**src/rtl/core/sprg_pkg.sv**
```systemverilog
`default_nettype none

package sprg_pkg;

   // Opcodes of an input item.
   localparam logic [1:0] OP_TICK   = 2'd0;
   localparam logic [1:0] OP_ROTATE = 2'd1;
   localparam logic [1:0] OP_SMOOTH = 2'd2;
   localparam logic [1:0] OP_RELEASE = 2'd3;

   // Motion phases.
   localparam logic [1:0] PH_IDLE   = 2'd0;
   localparam logic [1:0] PH_ROTATE = 2'd1;
   localparam logic [1:0] PH_RAMP   = 2'd2;
   localparam logic [1:0] PH_SETTLE = 2'd3;

   // Configuration register indexes.
   localparam logic [2:0] CSR_PERIOD_TICKS   = 3'd0;
   localparam logic [2:0] CSR_MIN_PULSE      = 3'd1;
   localparam logic [2:0] CSR_MAX_PULSE      = 3'd2;
   localparam logic [2:0] CSR_ROTATE_HOLD    = 3'd3;
   localparam logic [2:0] CSR_RAMP_STEP_HOLD = 3'd4;
   localparam logic [2:0] CSR_SETTLE_HOLD    = 3'd5;

   // Register values after reset.
   localparam logic [15:0] RST_PERIOD_TICKS   = 16'd20000;
   localparam logic [11:0] RST_MIN_PULSE      = 12'd1000;
   localparam logic [11:0] RST_MAX_PULSE      = 12'd2000;
   localparam logic [7:0]  RST_ROTATE_HOLD    = 8'd50;
   localparam logic [7:0]  RST_RAMP_STEP_HOLD = 8'd3;
   localparam logic [7:0]  RST_SETTLE_HOLD    = 8'd25;

   localparam int ANGLE_MAX  = 180;
   localparam int RAMP_STEPS = 20;
   localparam int IDX_W      = $clog2(RAMP_STEPS + 1);

   // Constant division by reciprocal multiplication. The products divided
   // stay below 2^PROD_W, and with DIV_SHIFT = 34 the rounded-up reciprocal
   // gives the exact floor for every divisor below 2^14.
   localparam int PROD_W    = 20;
   localparam int DIV_SHIFT = 34;
   localparam int RECIP_W   = 28;
   localparam longint unsigned DIV_ONE = 64'd1 << DIV_SHIFT;
   localparam longint unsigned RECIP_ANGLE =
      (DIV_ONE + longint'(ANGLE_MAX) - 64'd1) / longint'(ANGLE_MAX);
   localparam longint unsigned RECIP_RAMP =
      (DIV_ONE + longint'(ANGLE_MAX * RAMP_STEPS) - 64'd1) /
      longint'(ANGLE_MAX * RAMP_STEPS);

   typedef struct packed {
      logic [1:0] opcode;
      logic [7:0] angle;
   } req_type;

   typedef struct packed {
      logic        pwm_level;
      logic        busy_res;
      logic [11:0] pulse_now;
   } rsp_type;

endpackage

`default_nettype wire

```
**src/rtl/core/servo_pwm_ramp_generator_unit.sv**
```systemverilog
// An accepted item reaches rsp_data through the operand, quotient and result registers.
// Throughput: one item per clock while rsp_stall is low; the three registers form a
// pipeline, and all motion state is updated in the last step only.
// Reset (synchronous, active high) empties the pipeline, returns the motion to idle with a
// low line, and loads the configuration registers with their default values.
`default_nettype none

module servo_pwm_ramp_generator_unit (
   input  wire                    clock,
   input  wire                    reset,
   input  wire                    req_valid,
   output logic                   req_stall,
   input  wire sprg_pkg::req_type req_data,
   output logic                   rsp_valid,
   input  wire                    rsp_stall,
   output sprg_pkg::rsp_type      rsp_data,
   input  wire                    csr_wr_en,
   input  wire  [2:0]             csr_index,
   input  wire  [15:0]            csr_wdata
);

   localparam int FULL_W = sprg_pkg::PROD_W + sprg_pkg::RECIP_W;

   // ------------------------------------------------------------------
   // Configuration registers.
   // ------------------------------------------------------------------
   logic [15:0] period_ticks_ff;
   logic [11:0] min_pulse_ff;
   logic [11:0] max_pulse_ff;
   logic [7:0]  rotate_hold_ff;
   logic [7:0]  ramp_step_hold_ff;
   logic [7:0]  settle_hold_ff;

   always_ff @(posedge clock) begin
      if (reset) begin
         period_ticks_ff   <= sprg_pkg::RST_PERIOD_TICKS;
         min_pulse_ff      <= sprg_pkg::RST_MIN_PULSE;
         max_pulse_ff      <= sprg_pkg::RST_MAX_PULSE;
         rotate_hold_ff    <= sprg_pkg::RST_ROTATE_HOLD;
         ramp_step_hold_ff <= sprg_pkg::RST_RAMP_STEP_HOLD;
         settle_hold_ff    <= sprg_pkg::RST_SETTLE_HOLD;
      end else if (csr_wr_en) begin
         case (csr_index)
            sprg_pkg::CSR_PERIOD_TICKS:   period_ticks_ff   <= csr_wdata;
            sprg_pkg::CSR_MIN_PULSE:      min_pulse_ff      <= csr_wdata[11:0];
            sprg_pkg::CSR_MAX_PULSE:      max_pulse_ff      <= csr_wdata[11:0];
            sprg_pkg::CSR_ROTATE_HOLD:    rotate_hold_ff    <= csr_wdata[7:0];
            sprg_pkg::CSR_RAMP_STEP_HOLD: ramp_step_hold_ff <= csr_wdata[7:0];
            sprg_pkg::CSR_SETTLE_HOLD:    settle_hold_ff    <= csr_wdata[7:0];
            default: ;
         endcase
      end
   end

   // ------------------------------------------------------------------
   // Pipeline flow control. Each stage moves on when the stage after it
   // is empty or is itself moving, so bubbles collapse and a waiting
   // result holds back the input only once every stage holds an item.
   // ------------------------------------------------------------------
   logic a_valid_ff, b_valid_ff, out_valid_ff;
   logic out_ready, b_ready, a_ready;
   logic b_fire;

   assign out_ready = !out_valid_ff || !rsp_stall;
   assign b_ready   = !b_valid_ff || out_ready;
   assign a_ready   = !a_valid_ff || b_ready;
   assign b_fire    = b_valid_ff && out_ready;
   assign req_stall = !a_ready;

   always_ff @(posedge clock) begin
      if (reset) begin
         a_valid_ff   <= 1'b0;
         b_valid_ff   <= 1'b0;
         out_valid_ff <= 1'b0;
      end else begin
         if (a_ready) begin
            a_valid_ff <= req_valid;
         end
         if (b_ready) begin
            b_valid_ff <= a_valid_ff;
         end
         if (out_ready) begin
            out_valid_ff <= b_valid_ff;
         end
      end
   end

   // ------------------------------------------------------------------
   // Operand stage: saturate the angle and form angle * |max - min|.
   // The sign of the span is kept aside so that both divisions below
   // work on magnitudes and truncate toward zero.
   // ------------------------------------------------------------------
   logic [7:0]                  angle_sat;
   logic [12:0]                 span;
   logic                        span_neg_in;
   logic [11:0]                 span_mag;
   logic [sprg_pkg::PROD_W-1:0] prod_in;

   logic [1:0]                  a_opcode_ff;
   logic                        a_neg_ff;
   logic [sprg_pkg::PROD_W-1:0] a_prod_ff;

   always_comb begin
      angle_sat   = (req_data.angle > 8'(sprg_pkg::ANGLE_MAX)) ?
                    8'(sprg_pkg::ANGLE_MAX) : req_data.angle;
      span        = {1'b0, max_pulse_ff} - {1'b0, min_pulse_ff};
      span_neg_in = span[12];
      span_mag    = span_neg_in ? 12'(-span) : span[11:0];
      prod_in     = {{(sprg_pkg::PROD_W - 8){1'b0}}, angle_sat} *
                    {{(sprg_pkg::PROD_W - 12){1'b0}}, span_mag};
   end

   always_ff @(posedge clock) begin
      if (a_ready) begin
         a_opcode_ff <= req_data.opcode;
         a_neg_ff    <= span_neg_in;
         a_prod_ff   <= prod_in;
      end
   end

   // ------------------------------------------------------------------
   // Quotient stage: divide the product by 180 (pulse offset) and by
   // 180 * RAMP_STEPS (ramp increment) with exact reciprocal multiplies.
   // Truncating twice equals truncating once by the combined divisor.
   // ------------------------------------------------------------------
   localparam logic [sprg_pkg::RECIP_W-1:0] RECIP_ANGLE_C =
      sprg_pkg::RECIP_W'(sprg_pkg::RECIP_ANGLE);
   localparam logic [sprg_pkg::RECIP_W-1:0] RECIP_RAMP_C =
      sprg_pkg::RECIP_W'(sprg_pkg::RECIP_RAMP);

   logic [FULL_W-1:0] full_angle, full_ramp;
   logic [11:0]       q_angle_in, q_ramp_in;

   logic [1:0]  b_opcode_ff;
   logic        b_neg_ff;
   logic [11:0] b_q_angle_ff;
   logic [11:0] b_q_ramp_ff;

   always_comb begin
      full_angle = {{sprg_pkg::RECIP_W{1'b0}}, a_prod_ff} *
                   {{sprg_pkg::PROD_W{1'b0}}, RECIP_ANGLE_C};
      full_ramp  = {{sprg_pkg::RECIP_W{1'b0}}, a_prod_ff} *
                   {{sprg_pkg::PROD_W{1'b0}}, RECIP_RAMP_C};
      q_angle_in = full_angle[sprg_pkg::DIV_SHIFT +: 12];
      q_ramp_in  = full_ramp[sprg_pkg::DIV_SHIFT +: 12];
   end

   always_ff @(posedge clock) begin
      if (b_ready) begin
         b_opcode_ff  <= a_opcode_ff;
         b_neg_ff     <= a_neg_ff;
         b_q_angle_ff <= q_angle_in;
         b_q_ramp_ff  <= q_ramp_in;
      end
   end

   // ------------------------------------------------------------------
   // Motion stage: rotate commands restart the motion at the start of a period, a release
   // stops it, and ticks advance the position in the period and, at its end, the hold
   // counter, the ramp and the phase.
   // ------------------------------------------------------------------
   logic [1:0]                   phase_ff, phase_in;
   logic [15:0]                  tick_ff, tick_in;
   logic [11:0]                  cur_pulse_ff, cur_pulse_in;
   logic [11:0]                  tgt_pulse_ff, tgt_pulse_in;
   logic signed [12:0]           inc_ff, inc_in;
   logic [sprg_pkg::IDX_W-1:0]   ramp_idx_ff, ramp_idx_in;
   logic [7:0]                   left_ff, left_in;

   logic [12:0] offset;
   logic [12:0] cmd_target;
   logic [12:0] cmd_inc;
   logic [15:0] tick_inc;
   logic [11:0] ramp_sum;
   logic        busy;
   logic [15:0] clip;
   sprg_pkg::rsp_type rsp_in, rsp_ff;

   // A hold count of zero lasts one period.
   function automatic logic [7:0] hold_of(input logic [7:0] hold);
      hold_of = (hold == 8'd0) ? 8'd1 : hold;
   endfunction

   always_comb begin
      offset     = b_neg_ff ? 13'(-{1'b0, b_q_angle_ff}) : {1'b0, b_q_angle_ff};
      cmd_target = {1'b0, min_pulse_ff} + offset;
      cmd_inc    = b_neg_ff ? 13'(-{1'b0, b_q_ramp_ff}) : {1'b0, b_q_ramp_ff};
      tick_inc   = tick_ff + 16'd1;
      ramp_sum   = cur_pulse_ff + inc_ff[11:0];

      phase_in     = phase_ff;
      tick_in      = tick_ff;
      cur_pulse_in = cur_pulse_ff;
      tgt_pulse_in = tgt_pulse_ff;
      inc_in       = inc_ff;
      ramp_idx_in  = ramp_idx_ff;
      left_in      = left_ff;

      if (b_fire) begin
         case (b_opcode_ff)
            sprg_pkg::OP_TICK: begin
               if (phase_ff != sprg_pkg::PH_IDLE) begin
                  if (tick_inc >= period_ticks_ff) begin
                     // End of a period.
                     tick_in = 16'd0;
                     if (left_ff > 8'd1) begin
                        left_in = left_ff - 8'd1;
                     end else if (phase_ff == sprg_pkg::PH_RAMP) begin
                        if (ramp_idx_ff < sprg_pkg::IDX_W'(sprg_pkg::RAMP_STEPS)) begin
                           ramp_idx_in  = ramp_idx_ff + sprg_pkg::IDX_W'(1);
                           cur_pulse_in = ramp_sum;
                           left_in      = hold_of(ramp_step_hold_ff);
                        end else begin
                           phase_in     = sprg_pkg::PH_SETTLE;
                           cur_pulse_in = tgt_pulse_ff;
                           left_in      = hold_of(settle_hold_ff);
                        end
                     end else begin
                        phase_in     = sprg_pkg::PH_IDLE;
                        cur_pulse_in = 12'd0;
                        tgt_pulse_in = 12'd0;
                        inc_in       = '0;
                        ramp_idx_in  = '0;
                        left_in      = 8'd0;
                     end
                  end else begin
                     tick_in = tick_inc;
                  end
               end
            end
            sprg_pkg::OP_ROTATE: begin
               phase_in     = sprg_pkg::PH_ROTATE;
               tick_in      = 16'd0;
               cur_pulse_in = cmd_target[11:0];
               tgt_pulse_in = cmd_target[11:0];
               inc_in       = '0;
               ramp_idx_in  = '0;
               left_in      = hold_of(rotate_hold_ff);
            end
            sprg_pkg::OP_SMOOTH: begin
               phase_in     = sprg_pkg::PH_RAMP;
               tick_in      = 16'd0;
               cur_pulse_in = min_pulse_ff;
               tgt_pulse_in = cmd_target[11:0];
               inc_in       = cmd_inc;
               ramp_idx_in  = '0;
               left_in      = hold_of(ramp_step_hold_ff);
            end
            default: begin
               // Release: line low at once, all motion state cleared.
               phase_in     = sprg_pkg::PH_IDLE;
               tick_in      = 16'd0;
               cur_pulse_in = 12'd0;
               tgt_pulse_in = 12'd0;
               inc_in       = '0;
               ramp_idx_in  = '0;
               left_in      = 8'd0;
            end
         endcase
      end

      // The result reflects the state after this item; the pulse is clipped
      // to the period.
      busy = phase_in != sprg_pkg::PH_IDLE;
      clip = ({4'd0, cur_pulse_in} < period_ticks_ff) ? {4'd0, cur_pulse_in} :
             period_ticks_ff;
      rsp_in.pwm_level = busy && (tick_in < clip);
      rsp_in.busy_res  = busy;
      rsp_in.pulse_now = busy ? clip[11:0] : 12'd0;
   end

   always_ff @(posedge clock) begin
      if (reset) begin
         phase_ff     <= sprg_pkg::PH_IDLE;
         tick_ff      <= 16'd0;
         cur_pulse_ff <= 12'd0;
         tgt_pulse_ff <= 12'd0;
         inc_ff       <= '0;
         ramp_idx_ff  <= '0;
         left_ff      <= 8'd0;
      end else begin
         phase_ff     <= phase_in;
         tick_ff      <= tick_in;
         cur_pulse_ff <= cur_pulse_in;
         tgt_pulse_ff <= tgt_pulse_in;
         inc_ff       <= inc_in;
         ramp_idx_ff  <= ramp_idx_in;
         left_ff      <= left_in;
      end
   end

   always_ff @(posedge clock) begin
      if (b_fire) begin
         rsp_ff <= rsp_in;
      end
   end

   assign rsp_valid = out_valid_ff;
   assign rsp_data  = rsp_ff;

   // ------------------------------------------------------------------
   // Assertions.
   // ------------------------------------------------------------------

   // While idle the period position and the pulse stay cleared.
   assert property (@(posedge clock) disable iff (reset)
      (phase_ff == sprg_pkg::PH_IDLE) |-> (tick_ff == 16'd0 && cur_pulse_ff == 12'd0))
      else $error("idle motion state not cleared");

   // The ramp never steps past its last pulse.
   assert property (@(posedge clock) disable iff (reset)
      ramp_idx_ff <= sprg_pkg::IDX_W'(sprg_pkg::RAMP_STEPS))
      else $error("ramp index beyond last step");

   // An idle result drives the line low and reports no pulse.
   assert property (@(posedge clock) disable iff (reset)
      (rsp_valid && !rsp_data.busy_res) |-> (!rsp_data.pwm_level && rsp_data.pulse_now == 12'd0))
      else $error("idle result with pulse");

   // A running motion always has a hold count to work down.
   assert property (@(posedge clock) disable iff (reset)
      (phase_ff != sprg_pkg::PH_IDLE) |-> (left_ff != 8'd0))
      else $error("motion without hold count");

   // Motion state changes only when an item reaches the motion stage.
   assert property (@(posedge clock) disable iff (reset)
      !$past(b_fire) && !$past(reset) |-> $stable(phase_ff) && $stable(tick_ff))
      else $error("motion state changed without an item");

endmodule

`default_nettype wire

```
**config.mk**
```make
export PLATFORM = sky130hd
export DESIGN_NAME = servo_pwm_ramp_generator_unit
export DESIGN_NICKNAME = d
export VERILOG_FILES = /design/src/rtl/core/sprg_pkg.sv /design/src/rtl/core/servo_pwm_ramp_generator_unit.sv
export SDC_FILE = /design/constraint.sdc
export NUM_CORES = 1
export LEC_CHECK = 0
export BUFFER_PORTS_ARGS = -buffer_cell sky130_fd_sc_hd__buf_4
export CAP_MARGIN = 20
export CORE_MARGIN = 2
export CORE_UTILIZATION = 30
export DETAILED_ROUTE_END_ITERATION = 10
export HOLD_SLACK_MARGIN = 0.08
export PLACE_DENSITY = 0.46
export SYNTH_ARGS = -nofsm -noshare
export SYNTH_HDL_FRONTEND = slang
export SYNTH_SLANG_ARGS = --single-unit
```
**constraint.sdc**
```tcl
create_clock -name clock -period 6.26 [get_ports clock]
set_input_delay 0.939 -clock clock [delete_from_list [all_inputs] [get_ports clock]]
set_output_delay 0.939 -clock clock [all_outputs]
set_load 0.005 [all_outputs]
```
==> key figures <==
Status
  – Status: finished with violations
  – Failing checks: negative setup slack

Drt
  – Routed Antenna Nets: 0
  – DR vias/cell: 4.82
  – WL met1: 37700 µm
  – Max layer used: met4
  – Wirelength per Cell: 18.5 µm
  – DRC violations left: 0
  – DR iter-0 viols: 1259
  – Routed via count: 21549
  – Final wirelength: 82500 µm
  – DR WL met3: 2280 µm
  – TritonRoute pass-1 iters: 5
  – Met2 Routed Length: 40400 µm

Timing
  – Slew margin rel.: 35.1%
  – Period utilisation layout: 102%
  – # setup viols final: 13
  – Final hold vios: 0
  – Max-slew violations: 0
  – Clk_skew: 0.0196 ns
  – Fin crit period: 6.40 ns
  – Final worst slack: -0.145 ns
  – RSZ-0062 raised after global routing: true
  – Tightest Pin Transition: 0.973 ns
  – Fin Hold WS: 0.425 ns
  – Fmax: 0.156 GHz

Critical path
  – Worst Setup Start Kind: flip-flop
  – Reg2Reg Depth: 26
  – Worst stage delay on the critical path: 0.54 ns
  – CP arrival: 6.63 ns
  – Critical-path maximum fanout: 2
  – Worst Path Class, Setup: reg -> reg
  – Crit path max-delay cell type: fa_1
  – Endpoint class of the critical path: flip-flop
  – Crit path required time: 6.49 ns

Yosys
  – Top cell type by total area after synthesis: ha_1
  – XOR/XNOR Fraction of Synth Area: 3.74%
  – Post-synth top area share: 23.2%
  – EDFF count, synth: 61
  – Synth cell types: 78
  – Synth Area in Adders: 46.1%
  – Top cells by area, synth: ha_1, fa_1, dfxtp_1, edfxtp_1, inv_1
  – Top cells by count, synth: ha_1, inv_1, fa_1, nand2_1, dfxtp_1
  – Synth Area per Inst: 9.39 µm²
  – Asr flop ratio synth: 0%
  – Synth Cell Area: 26500 µm²
  – Gate count after technology mapping: 2817
  – Compound-gate portion of the synthesized area: 12.6%
  – Mux contribution to synthesized area: 0.879%
  – #FFs+latches synth: 195
  – Post-synthesis simple-gate area fraction: 12.1%
  – Sequential-to-total area share from yosys stat: 17.1%
  – Post-synth top flop: dfxtp_1
  – Largest family of logic cells by synthesized area: adder cells
  – Synth warn: 0
  – Most frequent cell after synthesis: ha_1

Final layout
  – Layout area overhead: 29.4%
  – Final core utilization: 39.3%
  – Diode count: 0
  – Final net count: 4128
  – Share of cells above drive strength 1: 25.9%
  – Fillers: 8602

Global routing
  – Antenna violations before repair: 1
  – First-pass GRT wire length: 129000 µm
  – Grt total ovfl: 0
  – Vias in the first global route: 22761
  – Largest net degree at the start of global routing: 79
  – GRT Total Usage: 18.5%

Worst hold path
  – Worst hold stages: 0
  – Worst hold path class: reg -> reg

Floorplanning
  – Die ar.: 90600 µm²
  – CORE AREA: 87200 µm²
  – Die width: 301 µm
  – Top-Level Pins: 50
  – Die Ht: 301 µm
  – FP Rows: 108
  – Starting Density: 30.4%

Clocking
  – Clk root buf: clkbuf_16
  – Longest Clk Path Bufs: 2
  – CTS Sinks: 195
  – CTS tree: built
  – CTS Buf Count: 17
  – Clock slew at reported path FFs: 0.07 ns
  – Worst skew pair latency: 0.49 ns
  – H-tree Lvls: 4

Job
  – Max-cap viol count: 0

Placement
  – I/O Buffers: 49
  – DP HPWL: 69700 µm
  – Final Wtd Congestion: 0.953
==> area by class of cell <==
cell class | count | area [µm²] | share of cell area (%)
clock buffers | 17 | 425 | 1.24
clock inverters | 15 | 149 | 0.435
inverters | 465 | 1750 | 5.11
multi-input cells | 2098 | 21900 | 63.9
flip-flops and latches | 195 | 4520 | 13.2
well taps | 1155 | 1450 | 4.22
repair buffers | 524 | 4060 | 11.8
==> registers in the layout (all words and copies together), names as in the netlist, 9 cells and up <==
signal / cells
inc_ff: 12
min_pulse_ff: 12
rsp_data: 14
tgt_pulse_ff: 12
b_q_angle_ff: 12
max_pulse_ff: 12
tick_ff: 16
period_ticks_ff: 16
cur_pulse_ff: 12
a_prod_ff: 20
b_q_ramp_ff: 9
==> timing repair <==
action | in CTS | in global routing
setup endpoints to repair | 27 | 26
hold buffers | 0 | 0
pin swaps | 161 | 171
gates resized for setup | 218 | 144
setup buffers | 34 | 40
==> cells in the final DEF, fill, tap and decap left out, drive strengths merged, types with 30 or more instances in the layout <==
cell	count
buf	524
dfxtp	134
nand3	45
inv	471
nor3	42
nand2	256
fa	302
o21ai	92
nor2b	50
xnor2	70
ha	491
xor2	43
a21oi	133
nor2	133
a21o	38
and2	30
edfxtp	61
==> path summary, 6_finish.rpt <==
check	from	end	slack, ns
max	max_pulse_ff[0]	a_prod_ff[18]	-0.14
min reg2reg	a_opcode_ff[0]	b_opcode_ff[0]	0.43
min	a_opcode_ff[0]	b_opcode_ff[0]	0.43
max reg2reg	max_pulse_ff[0]	a_prod_ff[18]	-0.14
==> metal layers <==
metal / vias to the layer above / track usage [%]
li1: 10503 / -
met1: 10611 / 24.4
met2: 345 / 32.0
met3: 90 / 1.88
met4: 0 / 5.18
met5: - / 0
==> kinds of logic (layout without fill, tap and decap cells) <==
logic type,count (synthesis),count (layout)
AO/OA/AOI/OAI,491,491
flip-flops,195,195
adder cells (fa/ha/maj),793,793
AND/OR/NAND/NOR,674,674
multiplexers,23,23
XOR/XNOR,113,113
buffers and inverters,527,1021
other,1,4
==> worst max-delay path, delay by kind of cell, from the launching register on <==
family	cells	cell delay [ns]
multiplexers	1	0.26
AO/OA/AOI/OAI	9	1.79
adder cells (fa/ha/maj)	7	2.64
buffers and inverters	4	0.28
AND/OR/NAND/NOR	3	0.58
flip-flops	1	0.33
XOR/XNOR	2	0.26
==> through the flow <==
| stage | cell area, µm² | TNS, ns | setup WS (ns) | cells |
|---|---|---|---|---|
| after floorplan | 26600 | -0.0414 | -0.0414 | 2820 |
| after global placement | 31200 | -11.56 | -1.01 | 4364 |
| after detailed placement | 31200 | -12.56 | -1.03 | 4364 |
| after CTS | 33100 | -0.974 | -0.201 | 4428 |
| after global routing | 34200 | -4.82 | -0.426 | 4469 |
| final | 34200 | -0.909 | -0.145 | 4469 |
Power is left out: the tool's default activity adds up to more than one toggle a clock period on the data nets, which glitch-free logic cannot reach.
